<file path="config.mk">
export PLATFORM = sky130hd
export DESIGN_NAME = filled_ellipse_span_generator
export DESIGN_NICKNAME = d
export VERILOG_FILES = /design/src/rtl/fesg_pkg.sv /design/src/rtl/fesg_cfg.sv /design/src/rtl/fesg_ctrl.sv /design/src/rtl/fesg_dp.sv /design/src/rtl/filled_ellipse_span_generator.sv
export SDC_FILE = /design/constraint.sdc
export NUM_CORES = 2
export LEC_CHECK = 0
export ABC_AREA = 1
export CORE_ASPECT_RATIO = 2
export CORE_MARGIN = 3
export CORE_UTILIZATION = 55
export DETAILED_ROUTE_END_ITERATION = 10
export DONT_BUFFER_PORTS = 1
export PLACE_DENSITY = 0.73
export SLEW_MARGIN = 20
export SYNTH_ARGS = -nofsm -noshare
export SYNTH_HDL_FRONTEND = slang
export SYNTH_SLANG_ARGS = --single-unit
</file>
<file path="constraint.sdc">
create_clock -name clk -period 33.8 [get_ports clk]
set_input_delay 1.69 -clock clk [delete_from_list [all_inputs] [get_ports clk]]
set_output_delay 1.69 -clock clk [all_outputs]
set_load 0.01 [all_outputs]
</file>
<file path="src/rtl/fesg_pkg.sv">
// Shared types and constants for the filled ellipse span generator.
// Used by the config register file, the controller, the datapath and the top level.
package fesg_pkg;

	// configuration register indexes
	localparam int CFG_IDX_W = 3;
	localparam logic [CFG_IDX_W-1:0] CFG_CENTER_X    = 3'd0;
	localparam logic [CFG_IDX_W-1:0] CFG_CENTER_Y    = 3'd1;
	localparam logic [CFG_IDX_W-1:0] CFG_SEMI_AXIS_X = 3'd2;
	localparam logic [CFG_IDX_W-1:0] CFG_SEMI_AXIS_Y = 3'd3;
	localparam logic [CFG_IDX_W-1:0] CFG_ROW_STRIDE  = 3'd4;
	localparam logic [CFG_IDX_W-1:0] CFG_FILL_COLOR  = 3'd5;

	localparam int STRIDE_W = 13;
	localparam logic [STRIDE_W-1:0] STRIDE_RESET = 13'd320;
	localparam int COLOR_W = 8;

	// result field widths
	localparam int ROW_OUT_W  = 14;
	localparam int LEFT_OUT_W = 13;
	localparam int LEN_OUT_W  = 11;
	localparam int OFF_OUT_W  = 26;

	// one datapath operation per cycle
	typedef enum logic [3:0] {
		DP_NOP,
		DP_RS_LOAD,
		DP_RS_MUL,
		DP_RS_INIT,
		DP_R1_STEP,
		DP_R1_FIN,
		DP_CORR_A,
		DP_CORR_B,
		DP_R2_STEP,
		DP_R2_FIN,
		DP_OUT
	} dp_op_t;

	typedef enum logic [2:0] {
		PH_IDLE = 3'b001,
		PH_ONE  = 3'b010,
		PH_TWO  = 3'b100
	} phase_t;

	typedef struct packed {
		dp_op_t op;
		logic   emit;   // step: latch a span; R1 finish: subtract slope_y
	} cmd_t;

	typedef struct packed {
		logic sx_lt_sy;
		logic d_pos;
		logic y_neg;
		logic out_free;
	} sts_t;

endpackage

</file>
<file path="src/rtl/fesg_cfg.sv">
// Configuration register file of the span generator.
// Depends on fesg_pkg for register indexes and reset values.
module fesg_cfg import fesg_pkg::*; #(
	parameter int MAX_RADIUS_BITS = 10,
	parameter int COORD_BITS = 12,
	localparam int CFG_W = (COORD_BITS > STRIDE_W) ? COORD_BITS : STRIDE_W
) (
	input  logic                       clk,
	input  logic                       arst_n,
	input  logic                       cfg_wr_en,
	input  logic [CFG_IDX_W-1:0]       cfg_index,
	input  logic [CFG_W-1:0]           cfg_wdata,
	output logic [COORD_BITS-1:0]      center_x,
	output logic [COORD_BITS-1:0]      center_y,
	output logic [MAX_RADIUS_BITS-1:0] semi_axis_x,
	output logic [MAX_RADIUS_BITS-1:0] semi_axis_y,
	output logic [STRIDE_W-1:0]        row_stride,
	output logic [COLOR_W-1:0]         fill_color
);

	always_ff @(posedge clk or negedge arst_n) begin
		if (!arst_n) begin
			center_x    <= '0;
			center_y    <= '0;
			semi_axis_x <= '0;
			semi_axis_y <= '0;
			row_stride  <= STRIDE_RESET;
			fill_color  <= '0;
		end else if (cfg_wr_en) begin
			unique case (cfg_index)
				CFG_CENTER_X:    center_x    <= cfg_wdata[COORD_BITS-1:0];
				CFG_CENTER_Y:    center_y    <= cfg_wdata[COORD_BITS-1:0];
				CFG_SEMI_AXIS_X: semi_axis_x <= cfg_wdata[MAX_RADIUS_BITS-1:0];
				CFG_SEMI_AXIS_Y: semi_axis_y <= cfg_wdata[MAX_RADIUS_BITS-1:0];
				CFG_ROW_STRIDE:  row_stride  <= cfg_wdata[STRIDE_W-1:0];
				CFG_FILL_COLOR:  fill_color  <= cfg_wdata[COLOR_W-1:0];
				default: ;
			endcase
		end
	end

endmodule

</file>
<file path="src/rtl/fesg_ctrl.sv">
// Sequencing controller: input handshake, phase tracking, datapath commands.
// Depends on fesg_pkg for cmd_t, sts_t and phase_t.
module fesg_ctrl import fesg_pkg::*; (
	input  logic clk,
	input  logic arst_n,
	input  logic item_valid,
	output logic item_stall,
	input  logic restart,
	input  sts_t sts,
	output cmd_t cmd
);

	typedef enum logic [10:0] {
		ST_WAIT = 11'b000_0000_0001,
		ST_RS1  = 11'b000_0000_0010,
		ST_RS2  = 11'b000_0000_0100,
		ST_RS3  = 11'b000_0000_1000,
		ST_R1A  = 11'b000_0001_0000,
		ST_R1B  = 11'b000_0010_0000,
		ST_CORA = 11'b000_0100_0000,
		ST_CORB = 11'b000_1000_0000,
		ST_R2A  = 11'b001_0000_0000,
		ST_R2B  = 11'b010_0000_0000,
		ST_OUT  = 11'b100_0000_0000
	} state_t;

	state_t st_q, st_d;
	phase_t phase_q, phase_d;
	logic   emit_q, emit_d;
	logic   accept;

	assign item_stall = (st_q != ST_WAIT);
	assign accept     = item_valid && !item_stall;

	always_comb begin
		st_d     = st_q;
		phase_d  = phase_q;
		emit_d   = emit_q;
		cmd.op   = DP_NOP;
		cmd.emit = 1'b0;
		unique case (st_q)
			ST_WAIT: begin
				if (accept) begin
					if (restart) begin
						st_d = ST_RS1;
					end else begin
						unique case (phase_q)
							PH_ONE:  st_d = ST_R1A;
							PH_TWO:  st_d = ST_R2A;
							default: st_d = ST_WAIT;
						endcase
					end
				end
			end
			ST_RS1: begin
				cmd.op = DP_RS_LOAD;
				st_d   = ST_RS2;
			end
			ST_RS2: begin
				cmd.op = DP_RS_MUL;
				st_d   = ST_RS3;
			end
			ST_RS3: begin
				cmd.op  = DP_RS_INIT;
				phase_d = PH_ONE;
				st_d    = ST_WAIT;
			end
			ST_R1A: begin
				if (sts.sx_lt_sy) begin
					cmd.op   = DP_R1_STEP;
					cmd.emit = sts.d_pos;
					emit_d   = sts.d_pos;
					st_d     = ST_R1B;
				end else begin
					st_d = ST_CORA;
				end
			end
			ST_R1B: begin
				cmd.op   = DP_R1_FIN;
				cmd.emit = emit_q;
				st_d     = emit_q ? ST_OUT : ST_WAIT;
			end
			ST_CORA: begin
				cmd.op = DP_CORR_A;
				st_d   = ST_CORB;
			end
			ST_CORB: begin
				cmd.op  = DP_CORR_B;
				phase_d = PH_TWO;
				st_d    = ST_R2A;
			end
			ST_R2A: begin
				if (sts.y_neg) begin
					phase_d = PH_IDLE;
					st_d    = ST_WAIT;
				end else begin
					cmd.op   = DP_R2_STEP;
					cmd.emit = 1'b1;
					st_d     = ST_R2B;
				end
			end
			ST_R2B: begin
				cmd.op = DP_R2_FIN;
				// row counter already stepped past zero
				if (sts.y_neg) begin
					phase_d = PH_IDLE;
				end
				st_d = ST_OUT;
			end
			ST_OUT: begin
				if (sts.out_free) begin
					cmd.op = DP_OUT;
					st_d   = ST_WAIT;
				end
			end
			default: st_d = ST_WAIT;
		endcase
	end

	always_ff @(posedge clk or negedge arst_n) begin
		if (!arst_n) begin
			st_q    <= ST_WAIT;
			phase_q <= PH_IDLE;
			emit_q  <= 1'b0;
		end else begin
			st_q    <= st_d;
			phase_q <= phase_d;
			emit_q  <= emit_d;
		end
	end

endmodule

</file>
<file path="src/rtl/fesg_dp.sv">
// Datapath: latched setup, midpoint decision terms, span latch and output register.
// Depends on fesg_pkg for cmd_t, sts_t and field widths.
module fesg_dp import fesg_pkg::*; #(
	parameter int MAX_RADIUS_BITS = 10,
	parameter int COORD_BITS = 12
) (
	input  logic                          clk,
	input  logic                          arst_n,
	input  cmd_t                          cmd,
	output sts_t                          sts,
	input  logic [COORD_BITS-1:0]         center_x,
	input  logic [COORD_BITS-1:0]         center_y,
	input  logic [MAX_RADIUS_BITS-1:0]    semi_axis_x,
	input  logic [MAX_RADIUS_BITS-1:0]    semi_axis_y,
	input  logic [STRIDE_W-1:0]           row_stride,
	input  logic [COLOR_W-1:0]            fill_color,
	output logic                          span_valid,
	input  logic                          span_stall,
	output logic signed [ROW_OUT_W-1:0]   upper_row,
	output logic signed [ROW_OUT_W-1:0]   lower_row,
	output logic signed [LEFT_OUT_W-1:0]  span_left,
	output logic [LEN_OUT_W-1:0]          span_length,
	output logic signed [OFF_OUT_W-1:0]   upper_offset,
	output logic signed [OFF_OUT_W-1:0]   lower_offset,
	output logic [COLOR_W-1:0]            span_color,
	output logic                          last
);

	localparam int R   = MAX_RADIUS_BITS;
	localparam int XW  = R + 1;
	localparam int YW  = R + 2;
	localparam int A2W = 2 * R;
	localparam int PW  = 3 * R;
	localparam int SW  = 3 * R + 4;
	localparam int DW  = 3 * R + 10;
	localparam int RW  = ((COORD_BITS > R) ? COORD_BITS : R) + 3;
	localparam int MW  = (RW + STRIDE_W + 2 > OFF_OUT_W) ? RW + STRIDE_W + 2 : OFF_OUT_W;

	// latched setup
	logic [COORD_BITS-1:0] cx_q, cy_q;
	logic [STRIDE_W-1:0]   stride_q;
	logic [COLOR_W-1:0]    color_q;
	logic [R-1:0]          b_q;
	logic [A2W-1:0]        a2_q, b2_q;
	logic [A2W+1:0]        b2x3_q;
	logic [PW-1:0]         a2b_q;
	logic signed [SW-1:0]  k3h_q;

	// iteration state
	logic [XW-1:0]         x_q;
	logic signed [YW-1:0]  y_q;
	logic signed [SW-1:0]  sx_q, sy_q, t_q;
	logic signed [DW-1:0]  d_q;
	logic                  neg_q;

	// span latched at the step, expanded into offsets on output
	logic signed [RW-1:0]  up_q, lo_q, left_q;
	logic [LEN_OUT_W-1:0]  len_q;
	logic                  last_q;

	logic signed [SW-1:0]  two_a2, two_b2;
	logic signed [SW-1:0]  k3_diff, k3, k3_adj, k3_half;
	logic signed [SW-1:0]  t_adj, t_half;
	logic signed [MW-1:0]  stride_x, up_off, lo_off;

	assign two_a2 = SW'({a2_q, 1'b0});
	assign two_b2 = SW'({b2_q, 1'b0});

	// C-style halving: bias negatives by one before the arithmetic shift
	assign k3_diff = SW'(a2_q) - SW'(b2_q);
	assign k3      = k3_diff + (k3_diff <<< 1);
	assign k3_adj  = k3 + SW'(k3[SW-1]);
	assign k3_half = k3_adj >>> 1;
	assign t_adj   = t_q + SW'(t_q[SW-1]);
	assign t_half  = t_adj >>> 1;

	assign stride_x = MW'($signed({1'b0, stride_q}));
	assign up_off   = MW'(up_q) * stride_x + MW'(left_q);
	assign lo_off   = MW'(lo_q) * stride_x + MW'(left_q);

	assign sts.sx_lt_sy = (sx_q < sy_q);
	assign sts.d_pos    = !d_q[DW-1] && (d_q != '0);
	assign sts.y_neg    = y_q[YW-1];
	assign sts.out_free = !span_valid || !span_stall;

	always_ff @(posedge clk) begin
		unique case (cmd.op)
			DP_RS_LOAD: begin
				cx_q     <= center_x;
				cy_q     <= center_y;
				stride_q <= row_stride;
				color_q  <= fill_color;
				b_q      <= semi_axis_y;
				a2_q     <= A2W'(semi_axis_x) * A2W'(semi_axis_x);
				b2_q     <= A2W'(semi_axis_y) * A2W'(semi_axis_y);
				x_q      <= '0;
				y_q      <= YW'(semi_axis_y);
				sx_q     <= '0;
			end
			DP_RS_MUL: begin
				a2b_q  <= PW'(a2_q) * PW'(b_q);
				b2x3_q <= (A2W+2)'({b2_q, 1'b0}) + (A2W+2)'(b2_q);
				k3h_q  <= k3_half;
			end
			DP_RS_INIT: begin
				sy_q <= SW'({a2b_q, 1'b0});
				d_q  <= DW'(b2_q) - DW'(a2b_q) + DW'(a2_q >> 2);
			end
			DP_R1_STEP: begin
				if (cmd.emit) begin
					up_q   <= RW'(cy_q) - RW'(y_q);
					lo_q   <= RW'(cy_q) + RW'(y_q);
					left_q <= RW'(cx_q) - RW'(x_q);
					len_q  <= LEN_OUT_W'({x_q, 1'b0});
					last_q <= 1'b0;
					y_q    <= y_q - YW'(1);
					sy_q   <= sy_q - two_a2;
				end
			end
			DP_R1_FIN: begin
				// slope_y here is already the stepped value
				d_q  <= d_q - (cmd.emit ? DW'(sy_q) : DW'(0)) + DW'(sx_q) + DW'(b2x3_q);
				sx_q <= sx_q + two_b2;
				x_q  <= x_q + XW'(1);
			end
			DP_CORR_A: begin
				t_q <= k3h_q - (sx_q + sy_q);
			end
			DP_CORR_B: begin
				d_q <= d_q + DW'(t_half);
			end
			DP_R2_STEP: begin
				up_q   <= RW'(cy_q) - RW'(y_q);
				lo_q   <= RW'(cy_q) + RW'(y_q);
				left_q <= RW'(cx_q) - RW'(x_q);
				len_q  <= LEN_OUT_W'({x_q, 1'b0});
				last_q <= (y_q == '0);
				y_q    <= y_q - YW'(1);
				sy_q   <= sy_q - two_a2;
				neg_q  <= d_q[DW-1];
				if (d_q[DW-1]) begin
					x_q  <= x_q + XW'(1);
					sx_q <= sx_q + two_b2;
				end
			end
			DP_R2_FIN: begin
				d_q <= d_q + (neg_q ? DW'(sx_q) : DW'(0)) + DW'(a2_q) - DW'(sy_q);
			end
			DP_OUT: begin
				upper_row    <= ROW_OUT_W'(up_q);
				lower_row    <= ROW_OUT_W'(lo_q);
				span_left    <= LEFT_OUT_W'(left_q);
				span_length  <= len_q;
				upper_offset <= OFF_OUT_W'(up_off);
				lower_offset <= OFF_OUT_W'(lo_off);
				span_color   <= color_q;
				last         <= last_q;
			end
			default: ;
		endcase
	end

	always_ff @(posedge clk or negedge arst_n) begin
		if (!arst_n) begin
			span_valid <= 1'b0;
		end else if (cmd.op == DP_OUT) begin
			span_valid <= 1'b1;
		end else if (!span_stall) begin
			span_valid <= 1'b0;
		end
	end

endmodule

</file>
<file path="src/rtl/filled_ellipse_span_generator.sv">
// Top level of the filled ellipse span generator (stepped midpoint ellipse).
// Instantiates fesg_cfg, fesg_ctrl and fesg_dp; depends on fesg_pkg.
//
//  channel  | handshake              | payload
//  ---------+------------------------+---------------------------------------------
//  config   | cfg_wr_en              | cfg_index, cfg_wdata
//  item     | item_valid/item_stall  | restart
//  span     | span_valid/span_stall  | upper_row, lower_row, span_left, span_length,
//           |                        | upper_offset, lower_offset, span_color, last
//
// Restart: accept, then the setup states RS1 (load and squares), RS2 (radius products) and RS3 (initial terms).
// Region-one step: R1A and R1B, then OUT when it yields a span; the region change adds CORA and CORB.
// Region-two step: R2A, R2B, then OUT. Each step is a short sequence of datapath operations.
// The span register holds a result under span_stall while the next item is taken;
// a new span waits only while that register is full and span_stall is high.
// Reset clears configuration (stride 320) and leaves no ellipse active.
module filled_ellipse_span_generator import fesg_pkg::*; #(
	parameter int MAX_RADIUS_BITS = 10,
	parameter int COORD_BITS = 12,
	localparam int CFG_W = (COORD_BITS > STRIDE_W) ? COORD_BITS : STRIDE_W
) (
	input  logic                         clk,
	input  logic                         arst_n,
	input  logic                         cfg_wr_en,
	input  logic [CFG_IDX_W-1:0]         cfg_index,
	input  logic [CFG_W-1:0]             cfg_wdata,
	input  logic                         item_valid,
	output logic                         item_stall,
	input  logic                         restart,
	output logic                         span_valid,
	input  logic                         span_stall,
	output logic signed [ROW_OUT_W-1:0]  upper_row,
	output logic signed [ROW_OUT_W-1:0]  lower_row,
	output logic signed [LEFT_OUT_W-1:0] span_left,
	output logic [LEN_OUT_W-1:0]         span_length,
	output logic signed [OFF_OUT_W-1:0]  upper_offset,
	output logic signed [OFF_OUT_W-1:0]  lower_offset,
	output logic [COLOR_W-1:0]           span_color,
	output logic                         last
);

	logic [COORD_BITS-1:0]      center_x, center_y;
	logic [MAX_RADIUS_BITS-1:0] semi_axis_x, semi_axis_y;
	logic [STRIDE_W-1:0]        row_stride;
	logic [COLOR_W-1:0]         fill_color;
	cmd_t                       cmd;
	sts_t                       sts;

	fesg_cfg #(
		.MAX_RADIUS_BITS(MAX_RADIUS_BITS),
		.COORD_BITS(COORD_BITS)
	) u_cfg (
		.clk(clk),
		.arst_n(arst_n),
		.cfg_wr_en(cfg_wr_en),
		.cfg_index(cfg_index),
		.cfg_wdata(cfg_wdata),
		.center_x(center_x),
		.center_y(center_y),
		.semi_axis_x(semi_axis_x),
		.semi_axis_y(semi_axis_y),
		.row_stride(row_stride),
		.fill_color(fill_color)
	);

	fesg_ctrl u_ctrl (
		.clk(clk),
		.arst_n(arst_n),
		.item_valid(item_valid),
		.item_stall(item_stall),
		.restart(restart),
		.sts(sts),
		.cmd(cmd)
	);

	fesg_dp #(
		.MAX_RADIUS_BITS(MAX_RADIUS_BITS),
		.COORD_BITS(COORD_BITS)
	) u_dp (
		.clk(clk),
		.arst_n(arst_n),
		.cmd(cmd),
		.sts(sts),
		.center_x(center_x),
		.center_y(center_y),
		.semi_axis_x(semi_axis_x),
		.semi_axis_y(semi_axis_y),
		.row_stride(row_stride),
		.fill_color(fill_color),
		.span_valid(span_valid),
		.span_stall(span_stall),
		.upper_row(upper_row),
		.lower_row(lower_row),
		.span_left(span_left),
		.span_length(span_length),
		.upper_offset(upper_offset),
		.lower_offset(lower_offset),
		.span_color(span_color),
		.last(last)
	);

endmodule

</file>
## Word-level counts from Yosys, hierarchy flattened

Cells that the tools add are included.

| cells by class | value |
|---|---|
| mux-type cells | 38 |
| add/sub/neg operators | 25 |
| $lt $le $gt $ge | 1 |
| equal/unequal tests | 35 |
| multipliers | 5 |
| reductions and logical operators | 30 |

Operator list:

| operator | count |
|---|---|
| 34-bit one-hot mux with 3 select lines | 2 |
| 40-bit one-hot mux with 4 select lines | 1 |
| 11-bit one-hot mux with 10 select lines | 1 |
| 15-bit one-hot mux with 2 select lines | 3 |
| 40-bit adder | 2 |
| 40-bit 2-to-1 mux | 2 |
| 40-bit subtractor | 2 |
| 34-bit by 1-bit adder with 34-bit output | 2 |
| 34-bit adder | 2 |
| 34-bit 2-to-1 mux | 2 |
| 11-bit 2-to-1 mux | 6 |
| 26-bit by 15-bit adder with 26-bit output | 2 |
| 15-bit by 14-bit multiplier with 26-bit output | 2 |
| 15-bit 2-to-1 mux | 3 |
| 40-bit by 18-bit adder with 40-bit output | 1 |
| 40-bit by 20-bit adder with 40-bit output | 1 |
| 40-bit by 22-bit adder with 40-bit output | 1 |
| 40-bit by 33-bit adder with 40-bit output | 1 |
| 10-bit by 10-bit multiplier with 20-bit output | 2 |
| 4-bit one-hot mux with 10 select lines | 1 |
| 40-bit nonzero test | 1 |
| 12-bit one-hot mux with 3 select lines | 1 |
| 34-bit by 22-bit adder with 34-bit output | 1 |
| 34-bit < comparator | 1 |
| other kinds (55) | 91 |

| storage, ports and cells | value |
|---|---|
| output and inout port bits | 115 |
| flip-flop bits (word level) | 597 |

## Depth between registers and ports, before layout

| depth | value |
|---|---|
| depth after elaboration | 9 |
| mapped depth | 38 |
| gate-level depth less buffers | 37 |

## By module

Synthesis repeated with hierarchy kept, for this count alone.

| second synthesis, totals | value |
|---|---|
| cell total of the unflattened synthesis | 9166 |
| area, all modules | 73157.7 um^2 |

By module, submodules not included:

| module | cells each | instances | area each (um^2) |
|---|---|---|---|
| fesg_dp | 8750 | 1 | 69578.0 |
| fesg_cfg | 294 | 1 | 2640.0 |
| fesg_ctrl | 122 | 1 | 939.7 |

## Worst setup path after synthesis

OpenSTA, ideal clock, no wires.

| path | value |
|---|---|
| path type | register to register |
| from | reg u_ctrl.st_q[10] |
| to | reg u_dp.sx_q[10] (enable) |
| data required time | 33.234 ns |
| clock period less this slack | 15.085 ns |
| cell stages (with the launch flop) | 6 |
| path buffers | 0 |
| arrival time | 14.518 ns |
| setup time | 0.566 ns |
| path slack | 18.715 ns |
| cells stage by stage | dfrtp_1 -> nor3_2 -> nand2_1 -> nor4_1 -> nor3_1 -> o41ai_1 |

| on the way | value |
|---|---|
| word-level cells in the longest chain between the ends | 5 |
| elaborated cells on any way between the ends | 17 |
| those cells by class | 14 x eq/ne; 1 x mux; 2 x reduce/logical |

RTL lines:

| item | line | RTL |
|---|---|---|
| start: declaration | fesg_ctrl.sv:27 | `state_t st_q, st_d;` |
| start signal: assignment | fesg_ctrl.sv:126 | `st_q <= st_d;` |
| 11-bit == test (tied with other cells) | fesg_ctrl.sv:41 | `unique case (st_q)` |
| 4-bit one-hot mux with 10 select lines * | fesg_ctrl.sv:41 |  |
| 4-bit == test (tied with other cells) | fesg_dp.sv:87 | `unique case (cmd.op)` |
| 2-bit by 1-bit inequality test with 1-bit output (no line) or 3-bit nonzero test (tied branches) | - |  |
| 2-bit AND reduction (no line) * | - |  |
| end signal: assignment | fesg_dp.sv:123 | `sx_q <= sx_q + two_b2;` |
| end signal: assignment | fesg_dp.sv:143 | `sx_q <= sx_q + two_b2;` |
| end: declaration | fesg_dp.sv:52 | `logic signed [SW-1:0] sx_q, sy_q, t_q;` |

Mark *: on every way between the ends. The rest lies on a longest branch, timed or not.
A chain may end at the register's enable or synchronous reset.

## Worst setup path in the final report

| path | value |
|---|---|
| from | reg u_dp.sy_q[13] |
| to | reg u_dp.d_q[31], data pin |

| on the way | value |
|---|---|
| word-level cells in the longest chain between the ends | 8 |
| elaborated cells on any way between the ends | 14 |
| those cells by class | 4 x add/sub; 1 x order compare; 4 x eq/ne; 5 x mux |

RTL lines:

| item | line | RTL |
|---|---|---|
| start: declaration | fesg_dp.sv:52 |  |
| start signal: assignment | fesg_dp.sv:106 | `sy_q <= SW'({a2b_q, 1'b0});` |
| start signal: assignment | fesg_dp.sv:117 | `sy_q <= sy_q - two_a2;` |
| start signal: assignment | fesg_dp.sv:139 | `sy_q <= sy_q - two_a2;` |
| 34-bit < comparator | fesg_dp.sv:81 | `assign sts.sx_lt_sy = (sx_q < sy_q);` |
| 4-bit 2-to-1 mux | fesg_ctrl.sv:69 | `if (sts.sx_lt_sy) begin` |
| 1-bit one-hot mux with 3 select lines | fesg_ctrl.sv:41 |  |
| 40-bit 2-to-1 mux | fesg_dp.sv:122 | `d_q <= d_q - (cmd.emit ? DW'(sy_q) : DW'(0)) + DW'(sx_q) + DW'(b2x3_q);` |
| 40-bit subtractor | fesg_dp.sv:122 |  |
| 40-bit adder | fesg_dp.sv:122 |  |
| 40-bit by 22-bit adder with 40-bit output | fesg_dp.sv:122 |  |
| 40-bit one-hot mux with 4 select lines * | fesg_dp.sv:87 |  |
| end signal: assignment | fesg_dp.sv:107 | `d_q <= DW'(b2_q) - DW'(a2b_q) + DW'(a2_q >> 2);` |
| end signal: assignment | fesg_dp.sv:122 |  |
| end signal: assignment | fesg_dp.sv:130 | `d_q <= d_q + DW'(t_half);` |
| end: declaration | fesg_dp.sv:53 | `logic signed [DW-1:0] d_q;` |

Marks and branches as above.

==> metrics.txt <==
Slew Viols, Final 0; Crit path top cell by count nand2_1; Switch Pwr 0.00509 W; final setup violation count 0; Skew-Pair Late Insertion Delay 770 ps; Arrival @ worst endpoint 8460 ps; average wire per standard cell around 28 µm; max_slew headroom between 10% and 20%; initial antenna violation count 24; Main synth FF type edfxtp_1; Die X-Extent 261 µm; Sequential Power Share 13.9%; critical path type flop to flop; Sw Ratio between 50% and 60%; CP required approximately 34000 ps; CP Max Fanout 26; grt ovf 0; final net count 10.1k; Placed Instance Area 73900 µm²; Worst Skew 89.3 ps; clock root buffer clkbuf_16; status finished clean; Syn. warnings 0; dpl hpwl around 230000 µm; die height ~520 µm; Worst-path clk slew about 70 ps; sequential fraction of the synthesis area 23.8%; # IOs 137; power per cell area 120 nW/µm²; H-tree Lvls 2; Finished Core Util 59.1%; Finished Cell Area 76200 µm²; Max Clk Rate roughly 0.12 GHz; PortBufs 0; peak supply drop 339 µV; Hold Path Class flop to flop; synthesized flop and latch total 582; clock buffer depth 3; postcts setup bufs 0; Combinational Power Share 77.9%; Clock Power Share 8.2%; CP max stage delay 890 ps; initial drt markers ~5.3k; # rows 186; CTS Sinks 582; Slowest cell on crit path o21ai_0; gr usage total 43.6%; setup repair after global routing missed its margin false; router iterations before antenna repair 7; total die area 135000 µm²; P_int about 0.0041 W; Post-Syn Area per Cell about 8.3 µm²; final wirelength ~290000 µm; initial cell density of the core roughly 56%; vias in the first global route 64.1k; Tmin final 8030 ps; Final Cycle Share between 20% and 30%; most frequent cells in the layout 1974 x inv_1, 1711 x nand2_1, 751 x fa_1; EDFF count, synth 501; gp weighted congestion around 1.2; CTS resizes 0; synthesized area 71800 µm²; Max Cap Viol 0; layout cells sized above 1 4.22%; endpoint type of the worst setup path flop; fin cells about 10k; placed cell count 10.2k; Antenna Violating Nets Remaining 0; Final Hold Fails 0; Critical Path Start Type flop; Leakage Power 39.0 nW; CTS tree yes; DR vias between 60k and 70k; commonest non-fill, non-tap cell in the layout inv_1; Yosys cell types 81; asr flop ratio synth 13.9%; Post-Syn Instances 8629; largest net degree at the start of global routing 82; worst slew pin tran around 1300 ps; Core Region 129000 µm²; setup TNS 0 ps; Num CTS Buffers between 50 and 60; area grow syn2layout 6.18%; Hold Buf Count CTS 0; Min Hold Slack approximately 430 ps; DR DRC count 0; Avg Vias per Cell 5.93; first-pass GRT wire length 420000 µm
-- critical path, delay by kind of cell, from the launching register on --
family | cells | cell delay, ps
adder cells (fa/ha/maj) | 5 | 1850
AND/OR/NAND/NOR | 18 | 2380
AO/OA/AOI/OAI | 3 | 1300
flip-flops | 1 | 490
buffers and inverters | 6 | 1630
-- final timing paths --
path,startpoint,to,slack [ps],depth (start not counted)
min in group asynchronous,arst_n,u_cfg.semi_axis_x[9],660,0
max reg2reg,u_dp.sy_q[13],u_dp.d_q[31],25770,32
min reg2reg,u_dp.color_q[3],u_dp.span_color[3],430,0
max,u_dp.sy_q[13],u_dp.d_q[31],25770,32
min,u_dp.color_q[3],u_dp.span_color[3],430,0
max in group asynchronous,arst_n,u_ctrl.st_q[0],32790,0
-- cells by family (layout without fill, tap and decap cells) --
kind of cell	Yosys count	after routing	synth area share, %
AO/OA/AOI/OAI	1217	1217	9.64
flip-flops	582	582	23.8
XOR/XNOR	442	442	5.48
multiplexers	2	2	0.0314
buffers and inverters	2160	2183	11.3
adder cells (fa/ha/maj)	1479	1479	33.6
other	2	30	0.0105
AND/OR/NAND/NOR	2745	2745	16.1
-- flip-flops by register name (all words and copies together) (netlist names), 13 cells and up --
signal	count
u_dp.lo_q	14
u_cfg.row_stride	13
u_dp.stride_q	13
u_dp.sx_q	33
u_dp.upper_offset	25
u_dp.t_q	34
u_dp.lower_offset	26
u_dp.up_q	13
u_dp.sy_q	33
u_dp.a2_q	19
u_dp.k3h_q	33
u_dp.left_q	13
u_dp.span_left	13
u_dp.d_q	40
u_dp.b2_q	19
u_dp.b2x3_q	21
u_dp.lower_row	14
u_dp.upper_row	13
u_dp.a2b_q	30
-- through the flow --
step | setup WS (ps) | power [W]
after CTS | 26510 | 0.00898
after global placement | 26520 | 0.00807
after global routing | 25550 | 0.00989
after floorplan | 18720 | 0.00604
final | 25770 | 0.00918
after detailed placement | 26570 | 0.00819
-- routing by layer --
metal  vias to the layer above  track usage, %  part of all wire (%)
met1                     29600            39.0                    29
li1                      27100               -                     -
met5                         -           0.146                 0.020
met3                      1671            12.7                   8.0
met2                      3182            73.2                    48
met4                        10            49.7                    15
-- cell usage after synthesis (all sizes together) (2+ instances only) --
master	count	area [µm²]
inv	1983	7440
nand2	1725	6520
fa	751	15000
ha	728	9110
a21oi	528	2680
edfxtp	501	15000
nor2	501	2010
o21ai	386	1960
xor2	304	2710
nand3	236	1250
xnor2	138	1220
clkbuf	135	507
nor3	92	518
dfrtp	77	1930
nand4	66	425
a31oi	64	400
o21bai	51	402
or2	51	319
a21o	44	330
nor4	44	312
buf	41	181
o21a	31	233
a21boi	30	229
o211ai	17	133
o2111ai	14	123
o221ai	12	105
o31ai	12	95.1
nand3b	9	67.6
and2	7	46.3
a221oi	6	52.6
and3	6	37.5
a211oi	5	37.5
nor3b	5	37.5
o22ai	5	31.3
dfstp	4	105
a211o	2	17.5
a221o	2	20.0
conb	2	7.51
mux2	2	22.5
nor4b	2	17.5
o32ai	2	17.5
-- power by group through the flow --
| stage | sequential (W) | clock (W) | combinational (W) |
|---|---|---|---|
| after floorplan | 0.00124 | 0 | 0.00480 |
| after global placement | 0.00128 | 0 | 0.00679 |
| after detailed placement | 0.00128 | 0 | 0.00691 |
| after CTS | 0.00127 | 0.000756 | 0.00695 |
| after global routing | 0.00127 | 0.000780 | 0.00783 |
| final | 0.00127 | 0.000754 | 0.00715 |
-- layout make-up --
type / instances / area, µm²
fill: 11700 / 52700
multi-input combinational: 5891 / 46700
sequential: 582 / 17100
inverter: 1984 / 7450
tap: 1692 / 2120
clock buffer: 62 / 1500
timing repair buffer: 90 / 694
clock inverter: 47 / 626
antenna: 24 / 60.1
Power figures use the tool's default switching activity.
